`config.mk`:
```
export PLATFORM = sky130hd
export DESIGN_NAME = dlmb_ram
export DESIGN_NICKNAME = d
export VERILOG_FILES = /design/src/rtl/core/dlmb_ram.sv
export SDC_FILE = /design/constraint.sdc
export NUM_CORES = 1
export LEC_CHECK = 0
export ABC_AREA = 0
export BUFFER_PORTS_ARGS = -buffer_cell sky130_fd_sc_hd__buf_4
export CORE_ASPECT_RATIO = 1.5
export CORE_MARGIN = 2
export CORE_UTILIZATION = 35
export DETAILED_ROUTE_END_ITERATION = 10
export PLACE_DENSITY = 0.54
export SLEW_MARGIN = 20
export SYNTH_ARGS = -nofsm -noshare
export SYNTH_HDL_FRONTEND = slang
export SYNTH_SLANG_ARGS = --single-unit
```
`constraint.sdc`:
```
create_clock -name clk -period 3 [get_ports clk]
set_input_delay 0.6 -clock clk [delete_from_list [all_inputs] [get_ports clk]]
set_output_delay 0.6 -clock clk [all_outputs]
set_load 0.1 [all_outputs]
```
`src/rtl/core/dlmb_ram.sv`:
```
// ----------------------------------------------------------------------------
// dlmb_ram
// Generic simple dual-port RAM: one write port, one read port, registered read.
// ----------------------------------------------------------------------------
module dlmb_ram #(
	parameter int WIDTH = 16,
	parameter int DEPTH = 16
) (
	input  logic                                   clk,
	input  logic                                   we,
	input  logic [((DEPTH > 1) ? $clog2(DEPTH) : 1)-1:0] waddr,
	input  logic [WIDTH-1:0]                       wdata,
	input  logic [((DEPTH > 1) ? $clog2(DEPTH) : 1)-1:0] raddr,
	output logic [WIDTH-1:0]                       rdata
);

	logic [WIDTH-1:0] mem_q [DEPTH];

	always_ff @(posedge clk) begin
		if (we) begin
			mem_q[waddr] <= wdata;
		end
		rdata <= mem_q[raddr];
	end

endmodule

```
# ---- Yosys cells after proc, flatten, opt, wreduce, memory -nomap -nowiden
# Memories as Yosys holds them, arrays and structs flattened. A register that Yosys moved wholly into a read port is not among the register bits.
# Cells that the tools add are included.
dict set report word_totals {
  regBits 0
  inputBits 26
  ramBits 256
  mem_count 1
}
dict set report classes {
  muxes 2
}
# name words width rd rd_ports_with_merged_regs write_ports line
set memory_table {}
lappend memory_table {mem_q 16 16 1 1 1 17} ;# logic [WIDTH-1:0] mem_q [DEPTH];
# op n
set op_table {}
lappend op_table {{two-way mux 1 bit} 2}

# ---- Longest topological paths before layout
# Gate-level depths: netlist (run 1).
dict set report depth {
  word_depth 2
  ltp_mapped 5
}

# ---- Least setup slack after synthesis (run 1)
# OpenSTA, ideal clock, no wires.
dict set report synth_timing {
  path_kind {input to register}
  start {in waddr[2] (netlist bit)}
  end {mem mem_q[0][0] (enable)}
  n_path_buf 0
  path_slack_ns 0.345
  arrival_ns 2.246
  setup_ns 0.409
  path_stages 2
  path_cell_list {or3b_2 -> nor3_1}
}
# item line
set synth_lines {}
lappend synth_lines {{start: declaration} 11} ;# input logic [((DEPTH > 1) ? $clog2(DEPTH) : 1)-1:0] waddr,
lappend synth_lines {{end: declaration} 17}
# Straight into the memory's write port.

# ---- Worst setup path after layout (run 1)
dict set report layout_timing {
  start {in waddr[2] (netlist bit)}
  end {mem mem_q[3][13] (enable)}
}
# Straight into the memory's write port.

==> results.yml, run 1 <==
power:
  powerDensity_nw_per_um2: 673.0
  power_frac_seq_pct: 54.1
  pwr-share-comb_pct: 7.5
  irDropWorstVdd_mv: 0.4854
  switching_share_pct: 21.87
  p_sw_uw: 1729
  p_int_uw: 6174
  total_power_uw: 7903
  leakagePower_uw: 0.003803
  clkPwrFrac_pct: 38.5
floorplan:
  die_y_um: 211.5
  fp.coreArea_um2: 28530
  rows: 76
  start_util_pct: 35.21
  ios: 42
  die_x_um: 142.3
  dieArea_um2: 30090
timing:
  hold_ws_ns: 0.3814
  setup-violations-final: 0
  setup_tns_ns: 0
  finalCritPeriodShare_pct: 60.72
  hold_viol: 0
  skew_ns: 0.005613
  achievable-frequency_ghz: 0.5490
  tightest_slew_ns: 0.6376
  rsz0062_at_grt: "no"
  slew_headroom_pct: 57.45
  slew_viol_final: 0
  fin_crit_ns: 1.822
global_routing:
  grt_pass1_vias: 4899
  antenna_found_initial: 0
  track_usage_pct: 14.83
  gr-total-overflow: 0
  grt_max_degree: 33
  grt_first_pass_wirelength_um: 32130
worst_setup_path:
  crit_path_end_kind: "flip-flop"
  startpoint_type: "primary input"
  cpMaxStageDelayCell: "or3b_2"
  cp_max_fo: 9
  critPathMaxStageDelay_ns: 0.54
  r2r-start: "mem_q[9][11]"
  cp-startpoint: "waddr[2]"
  cp_top_family: "simple AND/OR/NAND/NOR gates"
  arrival_ns: 2.04
  path_class: "primary input to flip-flop"
  required_ns: 3.22
  r2r_slack_ns: 1.61
  worstPathCellList: "buf_4 > or3b_2 > nor2_2 > buf_4"
  worst-path-buf-inv: 2
  cpMostUsedCell: "buf_4"
yosys:
  ys_seq_elements: 272
  synth.top_cell.area_share_pct: 76.54
  synthCells: 432
  yosysUniqueCellTypes: 19
  yosys-top-cells-area: "edfxtp_1 (77%), mux4_2 (12%), dfxtp_1 (3.2%)"
  ys_seq_area_share_pct: 79.73
  yosysWarnings: 0
  syn-num-nets: 458
  synth.avg_cell_area_um2: 23.25
  synthesis.area_um2: 10040
  synth_top_cell_by_area: "edfxtp_1"
route:
  drc_errors: 0
  met3_wirelength_um: 913
  vias_per_cell: 5.264
  met2WireLength_um: 11740
  avgRoutedWirePerCell_um: 24.77
  ant_nets: 0
  wl_met1_um: 8697
  wl_um: 21780
  vias: 4627
  dr.pass1.iters: 5
  dr.first_iter.drc_count: 438
  top_layer_used: "met4"
hold_path:
  hold_path_class: "primary input to flip-flop"
  hp-start: "wdata[1]"
final_layout:
  antennaDiodeCount: 0
  multi_input_area_um2: 1962
  area_delta_synth_final_pct: 16.92
  nFillCells: 2492
  postLayoutCoreUtil_pct: 41.16
  nNetsFinal: 536
  ff_latch_area_um2: 8008
  final_layout_size_suffix_gt1_share_pct: 32.77
  final_cells: 879
cts:
  cts-root-buf: "clkbuf_16"
  cts_htree_levels: 1
  worstSkewPairLatency_ns: 0.52
  ctsResizeCount: 0
  cts_hold_buffers: 0
  post_cts_buffers: 0
  cts_buffers: 25
  cts_tree: "done"
  clk_pin_slew_worst_paths_ns: 0.06
  cts_sinks: 272
  cts_buffer_depth: 3
place:
  portBuffers: 41
  place_inst: 834
  hpwl_um: 12880
  gp_congestion: 0.7418
status:
  status: "finished clean"
run:
  drv_cap: 0
## metrics by stage
step / worst slack, ns / cell area, um2
final: 1.178 / 11740
after global routing: 1.131 / 11740
after CTS: 1.170 / 11740
after detailed placement: 0.6246 / 10970
after global placement: 0.6384 / 10970
after floorplan: 0.3449 / 10040
## synthesized netlist by cell type (all sizes together)
| cell type | n |
|---|---|
| nand3b | 2 |
| nor2b | 2 |
| and2 | 1 |
| nand2 | 17 |
| edfxtp | 256 |
| mux4 | 64 |
| clkbuf | 8 |
| nand3 | 1 |
| nand2b | 2 |
| or3b | 1 |
| a22oi | 32 |
| nor2 | 13 |
| nor3 | 4 |
| dfxtp | 16 |
| buf | 13 |
## layout by cell type, fill, tap and decap left out, drive strengths merged
cell	netlist	final
nand3b	2	2
clkinvlp	0	1
nor3	4	4
bufinv	0	2
nand2	17	17
dfxtp	16	16
nor2b	2	2
buf	13	72
nor2	13	13
or3b	1	1
nand3	1	1
edfxtp	256	256
clkinv	0	5
a22oi	32	32
clkbuf	8	37
and2	1	1
nand2b	2	2
mux4	64	64
## path summary, 6_finish.rpt
| check | end | cells past startpoint |
|---|---|---|
| hold reg to reg | rdata[15] | 3 |
| setup / recovery | mem_q[3][13] | 4 |
| hold / removal | mem_q[10][1] | 1 |
| setup reg to reg | rdata[11] | 3 |
## cells by family (layout without fill, tap and decap cells)
| kind of cell | after synthesis | after routing | synth area share [%] |
|---|---|---|---|
| buf+inv | 21 | 117 | 1.233 |
| mux | 64 | 64 | 14.73 |
| simple gates | 43 | 43 | 1.918 |
| compound gates | 32 | 32 | 2.392 |
| flops | 272 | 272 | 79.73 |
## power groups by stage
stage / logic [uW] / registers (uW) / clock network (uW)
after floorplan: 207 / 4530 / 0
after global placement: 592 / 4350 / 0
after detailed placement: 603 / 4360 / 0
after CTS: 603 / 4270 / 3110
after global routing: 627 / 4280 / 3240
final: 591 / 4270 / 3040
## sequential cells by signal, indices dropped and copies added (netlist names)
signal and cells:
mem_q 256, rdata 16
## area by class of cell
| cell class | count | share of cell area (%) |
|---|---|---|
| well taps | 351 | 3.740 |
| clock buffers | 37 | 5.796 |
| repair buffers | 72 | 4.816 |
| flip-flops and latches | 272 | 68.19 |
| multi-input cells | 139 | 16.71 |
| clock inverters | 8 | 0.7459 |
## metal layers
layer | global-route usage, % | up-vias
li1 | - | 1985
met1 | 18.83 | 2511
met2 | 26.64 | 105
met3 | 1.651 | 26
met4 | 4.677 | 0
met5 | 0 | -
Note: power is estimated with default switching activity, not from simulation.
==> run 2: changes to the inputs <==
clock period = 1.9 ns   (was 3 ns; I/O delays follow)
==> run 2 against run 1 <==
Combinational power up 63%. Core utilization rose by 1.1 points. Sequential share of layout area decreased by 1.8 points.
==> results.yml, run 2 (same netlist as run 1, synthesis figures left out) <==
final_layout:
  antennaDiodeCount: 0
  layout_common_cells: "edfxtp_1 (256), buf_4 (58), mux4_2 (54)"
  nFillCells: 2440
  final_layout_size_suffix_gt1_share_pct: 35.47
  reg.largest.list: "mem_q: 256 flops, rdata: 16 flops"
  final_common_cell: "edfxtp_1"
  area_delta_synth_final_pct: 20.06
  largest_reg_flops: 256
  fin_area_um2: 12060
  final_cells: 881
  postLayoutCoreUtil_pct: 42.27
  nNetsFinal: 538
  top_register: "mem_q"
worst_setup_path:
  cpMaxStageDelayCell: "dfxtp_1"
  worst-path-buf-inv: 1
  path_class: "flip-flop to output pin"
  critPathMaxStageDelay_ns: 0.36
  rr_endpoint: "rdata[8]"
  worstSetupEndpoint: "rdata[9]"
  crit_cells: 1
  arrival_ns: 1.18
  r2r_slack_ns: 0.59
  startpoint_type: "flip-flop"
  r2r-start: "mem_q[2][8]"
  worstPathCellList: "buf_4"
  cp_top_family: "flip-flops"
  reg2reg_depth: 3
  required_ns: 1.52
  cp-startpoint: "rdata[9]"
  cp_max_fo: 1
  crit_path_end_kind: "output pin"
power:
  powerDensity_nw_per_um2: 1065
  total_power_uw: 12840
  irDropWorstVdd_mv: 0.6465
  leakagePower_uw: 0.003925
route:
  drc_errors: 0
  vias: 4556
  ant_nets: 0
  avgRoutedWirePerCell_um: 24.77
  vias_per_cell: 5.171
  wl_um: 21820
  dr.first_iter.drc_count: 293
  dr.pass1.iters: 4
place:
  place_inst: 837
  placed_area_um2: 11210
  hpwl_um: 12470
  gp_congestion: 0.7174
  portBuffers: 41
cts:
  worstSkewPairLatency_ns: 0.52
  cts_htree_levels: 1
  cts_buffer_depth: 3
  ctsResizeCount: 0
  cts_buffers: 24
  cts_hold_buffers: 0
  cts_sinks: 272
  clk_pin_slew_worst_paths_ns: 0.07
  post_cts_buffers: 0
  cts_tree: "done"
  cts-root-buf: "clkbuf_16"
global_routing:
  grt_first_pass_wirelength_um: 31970
  grt_use_met3_pct: 1.990
  grt_max_degree: 25
  grt.met2_usage_pct: 26.25
  gr-total-overflow: 0
  grtUsageMet1_pct: 18.60
  grt-busiest-layer: "met2"
  grt_pass1_vias: 4954
  antenna_found_initial: 0
  track_usage_pct: 14.86
timing:
  rsz0062_at_grt: "no"
  fin_crit_ns: 1.564
  achievable-frequency_ghz: 0.6394
  finalCritPeriodShare_pct: 82.31
  skew_ns: 0.007368
  slew_viol_final: 0
  setup_tns_ns: 0
  tightest_slew_ns: 0.8572
  slew_headroom_pct: 42.60
  hold_viol: 0
  setup-violations-final: 0
floorplan:
  dieArea_um2: 30090
  die_y_um: 211.5
  rows: 76
  fp.coreArea_um2: 28530
  ios: 42
  die_x_um: 142.3
  start_util_pct: 35.21
hold_path:
  hold_depth: 1
  hp-start: "wdata[10]"
  hold_path_class: "primary input to flip-flop"
status:
  status: "finished clean"
run:
  drv_cap: 0
-- run 2: cell count changes in the layout (fill, tap and decap cells not counted), sizes merged --
cell      before  now
clkinv         5    9
clkinvlp       1    3
clkbuf        37   28
buf           72   75
bufinv         2    4
-- run 2: cell type report --
| type | count | area [um2] | share of cell area (%) |
|---|---|---|---|
| Multi-Input combinational cell | 139 | 1989 | 16.50 |
| Tap cell | 351 | 439.2 | 3.642 |
| Clock inverter | 16 | 188.9 | 1.567 |
| Timing Repair Buffer | 75 | 775.7 | 6.434 |
| Clock buffer | 28 | 656.9 | 5.448 |
| Sequential cell | 272 | 8008 | 66.41 |
-- run 2: metrics by stage --
| step | setup WS (ns) | hold WS, ns |
|---|---|---|
| after floorplan | -0.1150 | 0.4789 |
| after global placement | 0.08712 | 0.6557 |
| after detailed placement | 0.08885 | 0.6634 |
| after CTS | 0.3060 | 0.1263 |
| after global routing | 0.3075 | 0.1457 |
| final | 0.3361 | 0.1486 |
-- run 2: metal layers --
| metal | vias to the layer above | routed length, um |
|---|---|---|
| met1 | 2400 | 8491 |
| li1 | 1993 | - |
| met5 | - | 0 |
| met2 | 121 | 11570 |
| met4 | 0 | 649 |
| met3 | 42 | 1107 |
-- run 2: how the worst min path moves through the flow --
stage,end
after CTS,mem_q[7][11]
final,mem_q[7][10]
after floorplan,mem_q[0][0]
after detailed placement,rdata[1]
after global routing,mem_q[7][11]
after global placement,rdata[0]
-- run 2: power by group --
group          switching, uW  internal, uW
Combinational            641           321
Sequential              37.6          6700
Clock                   2110          3030
Total                   2790         10000
==> run 3: changes to the inputs <==
PLACE_DENSITY = 0.56   (was 0.54)
clock period = 1.4 ns   (was 1.9 ns; I/O delays follow)
==> run 3 against run 2 <==
Cell count is 0.68% higher. Register-to-register slack lost 0.47 ns. Total power up 32%. Core utilization increased by 0.73 points. Clock skew increased by 0.0035 ns. Via count up 0.77%. Clock power up 22%. Sequential cell count unchanged. Largest cell class unchanged. Highest routed layer unchanged.
==> results.yml, run 3 (same netlist as run 1, synthesis figures left out) <==
timing:
  setup-violations-final: 0
  tightest_slew_ns: 0.6019
  achievable-frequency_ghz: 0.7282
  slew_headroom_pct: 59.79
  skew_ns: 0.01091
  finalCritPeriodShare_pct: 98.08
  slew_viol_final: 0
  fin_crit_ns: 1.373
  rsz0062_at_grt: "no"
  hold_viol: 0
cts:
  clk_pin_slew_worst_paths_ns: 0.06
  cts_htree_levels: 1
  cts_buffer_depth: 3
  cts_buffers: 24
  cts-root-buf: "clkbuf_16"
  cts_tree: "done"
  cts_hold_buffers: 0
  cts_sinks: 272
  worstSkewPairLatency_ns: 0.52
worst_setup_path:
  worst-path-buf-inv: 1
  required_ns: 1.12
  startpoint_type: "flip-flop"
  worstPathCellList: "buf_8"
  cp_top_family: "flip-flops"
  cpMaxStageDelayCell: "dfxtp_1"
  cp_max_fo: 1
  critPathMaxStageDelay_ns: 0.36
  crit_path_end_kind: "output pin"
  arrival_ns: 1.09
  path_class: "flip-flop to output pin"
route:
  dr.first_iter.drc_count: 403
  avgRoutedWirePerCell_um: 24.34
  dr.pass1.iters: 4
  vias_per_cell: 5.176
  vias: 4591
  drc_errors: 0
  wl_um: 21590
  ant_nets: 0
final_layout:
  nNetsFinal: 546
  antennaDiodeCount: 0
  multi_input_area_um2: 1974
  nFillCells: 2416
  top_register: "mem_q"
  reg.largest.list: "mem_q: 256 flops, rdata: 16 flops"
  largest_reg_flops: 256
  final_common_cell: "edfxtp_1"
  final_cells: 887
  ff_latch_area_um2: 8015
  area_delta_synth_final_pct: 22.13
  final_layout_size_suffix_gt1_share_pct: 37.31
  layout_common_cells: "edfxtp_1 (256), mux4_2 (62), buf_4 (39)"
global_routing:
  grt_max_degree: 20
  gr-total-overflow: 0
  grt_first_pass_wirelength_um: 31950
  track_usage_pct: 14.64
  grt_pass1_vias: 5035
  antenna_found_initial: 0
hold_path:
  hold_path_class: "primary input to flip-flop"
power:
  powerDensity_nw_per_um2: 1379
  pwr-share-comb_pct: 8.6
  leakagePower_uw: 0.003965
  total_power_uw: 16910
  p_int_uw: 13160
  p_sw_uw: 3749
  irDropWorstVdd_mv: 0.8814
  power_frac_seq_pct: 54.3
  switching_share_pct: 22.17
  clkPwrFrac_pct: 37.2
place:
  place_inst: 845
  hpwl_um: 12440
  portBuffers: 41
  gp_congestion: 0.7044
floorplan:
  start_util_pct: 35.21
  rows: 76
  fp.coreArea_um2: 28530
  dieArea_um2: 30090
  ios: 42
  die_x_um: 142.3
  die_y_um: 211.5
run:
  drv_cap: 0
status:
  status: "finished clean"
## run 3: cell types whose count changed in the layout (fill, tap and decap cells not counted), sizes merged
cell      previous run  this run
clkbuf              28        30
clkinv               9        10
bufinv               4         1
inv                  0         1
buf                 75        83
clkinvlp             3         0
## run 3: path summary, 6_finish.rpt
| path | startpoint | to | slack, ns | cells past startpoint |
|---|---|---|---|---|
| worst max-delay path | rdata[7] | rdata[7] | 0.03 | 1 |
| worst min register to register | mem_q[15][14] | rdata[14] | 0.67 | 3 |
| worst max register to register | mem_q[8][2] | rdata[2] | 0.12 | 3 |
| worst min-delay path | wdata[11] | mem_q[0][11] | 0.05 | 1 |
## run 3: power by group through the flow
stage          sequential (uW)  combinational [uW]  clock [uW]
6_report                  9180                1450        6290
4_1_cts                   9180                1460        6430
3_5_place_dp              9340                1380           0
5_1_grt                   9190                1520        6710
2_1_floorplan             9710                 476           0
3_3_place_gp              9330                1370           0
## run 3: cell type report
| class | count | share of cell area, % |
|---|---|---|
| Multi-Input combinational cell | 139 | 16.10 |
| Timing Repair Buffer | 83 | 8.956 |
| Clock inverter | 12 | 0.6835 |
| Clock buffer | 30 | 5.335 |
| Tap cell | 351 | 3.581 |
| Sequential cell | 272 | 65.35 |
## run 3: layer usage
layer | global-route usage, % | share of wire [%] | vias to the layer above
li1 | - | - | 2003
met1 | 18.24 | 41 | 2475
met2 | 26.42 | 53 | 83
met3 | 1.877 | 3.9 | 30
met4 | 4.746 | 2.3 | 0
met5 | 0 | 0 | -
## run 3: through the flow
step / setup WS (ns) / hold slack (ns) / util [%] / setup TNS [ns] / cell area [um2]
after floorplan: -0.2137 / 0.3789 / - / -37.39 / 10120
after global placement: -0.2703 / 0.5699 / 39.94 / -35.73 / 11390
after detailed placement: -0.2698 / 0.5841 / 39.94 / -38.49 / 11390
after CTS: 0.001290 / 0.03700 / 42.98 / 0 / 12260
after global routing: 0.0006329 / 0.05304 / 43.00 / 0 / 12270
final: 0.02683 / 0.04957 / 43.00 / 0 / 12270
## run 3: repair_timing
item                                    4_1_cts  5_1_grt
gates resized for setup                      36        1
endpoints found under the setup margin       16        1
setup buffers                                 0        0
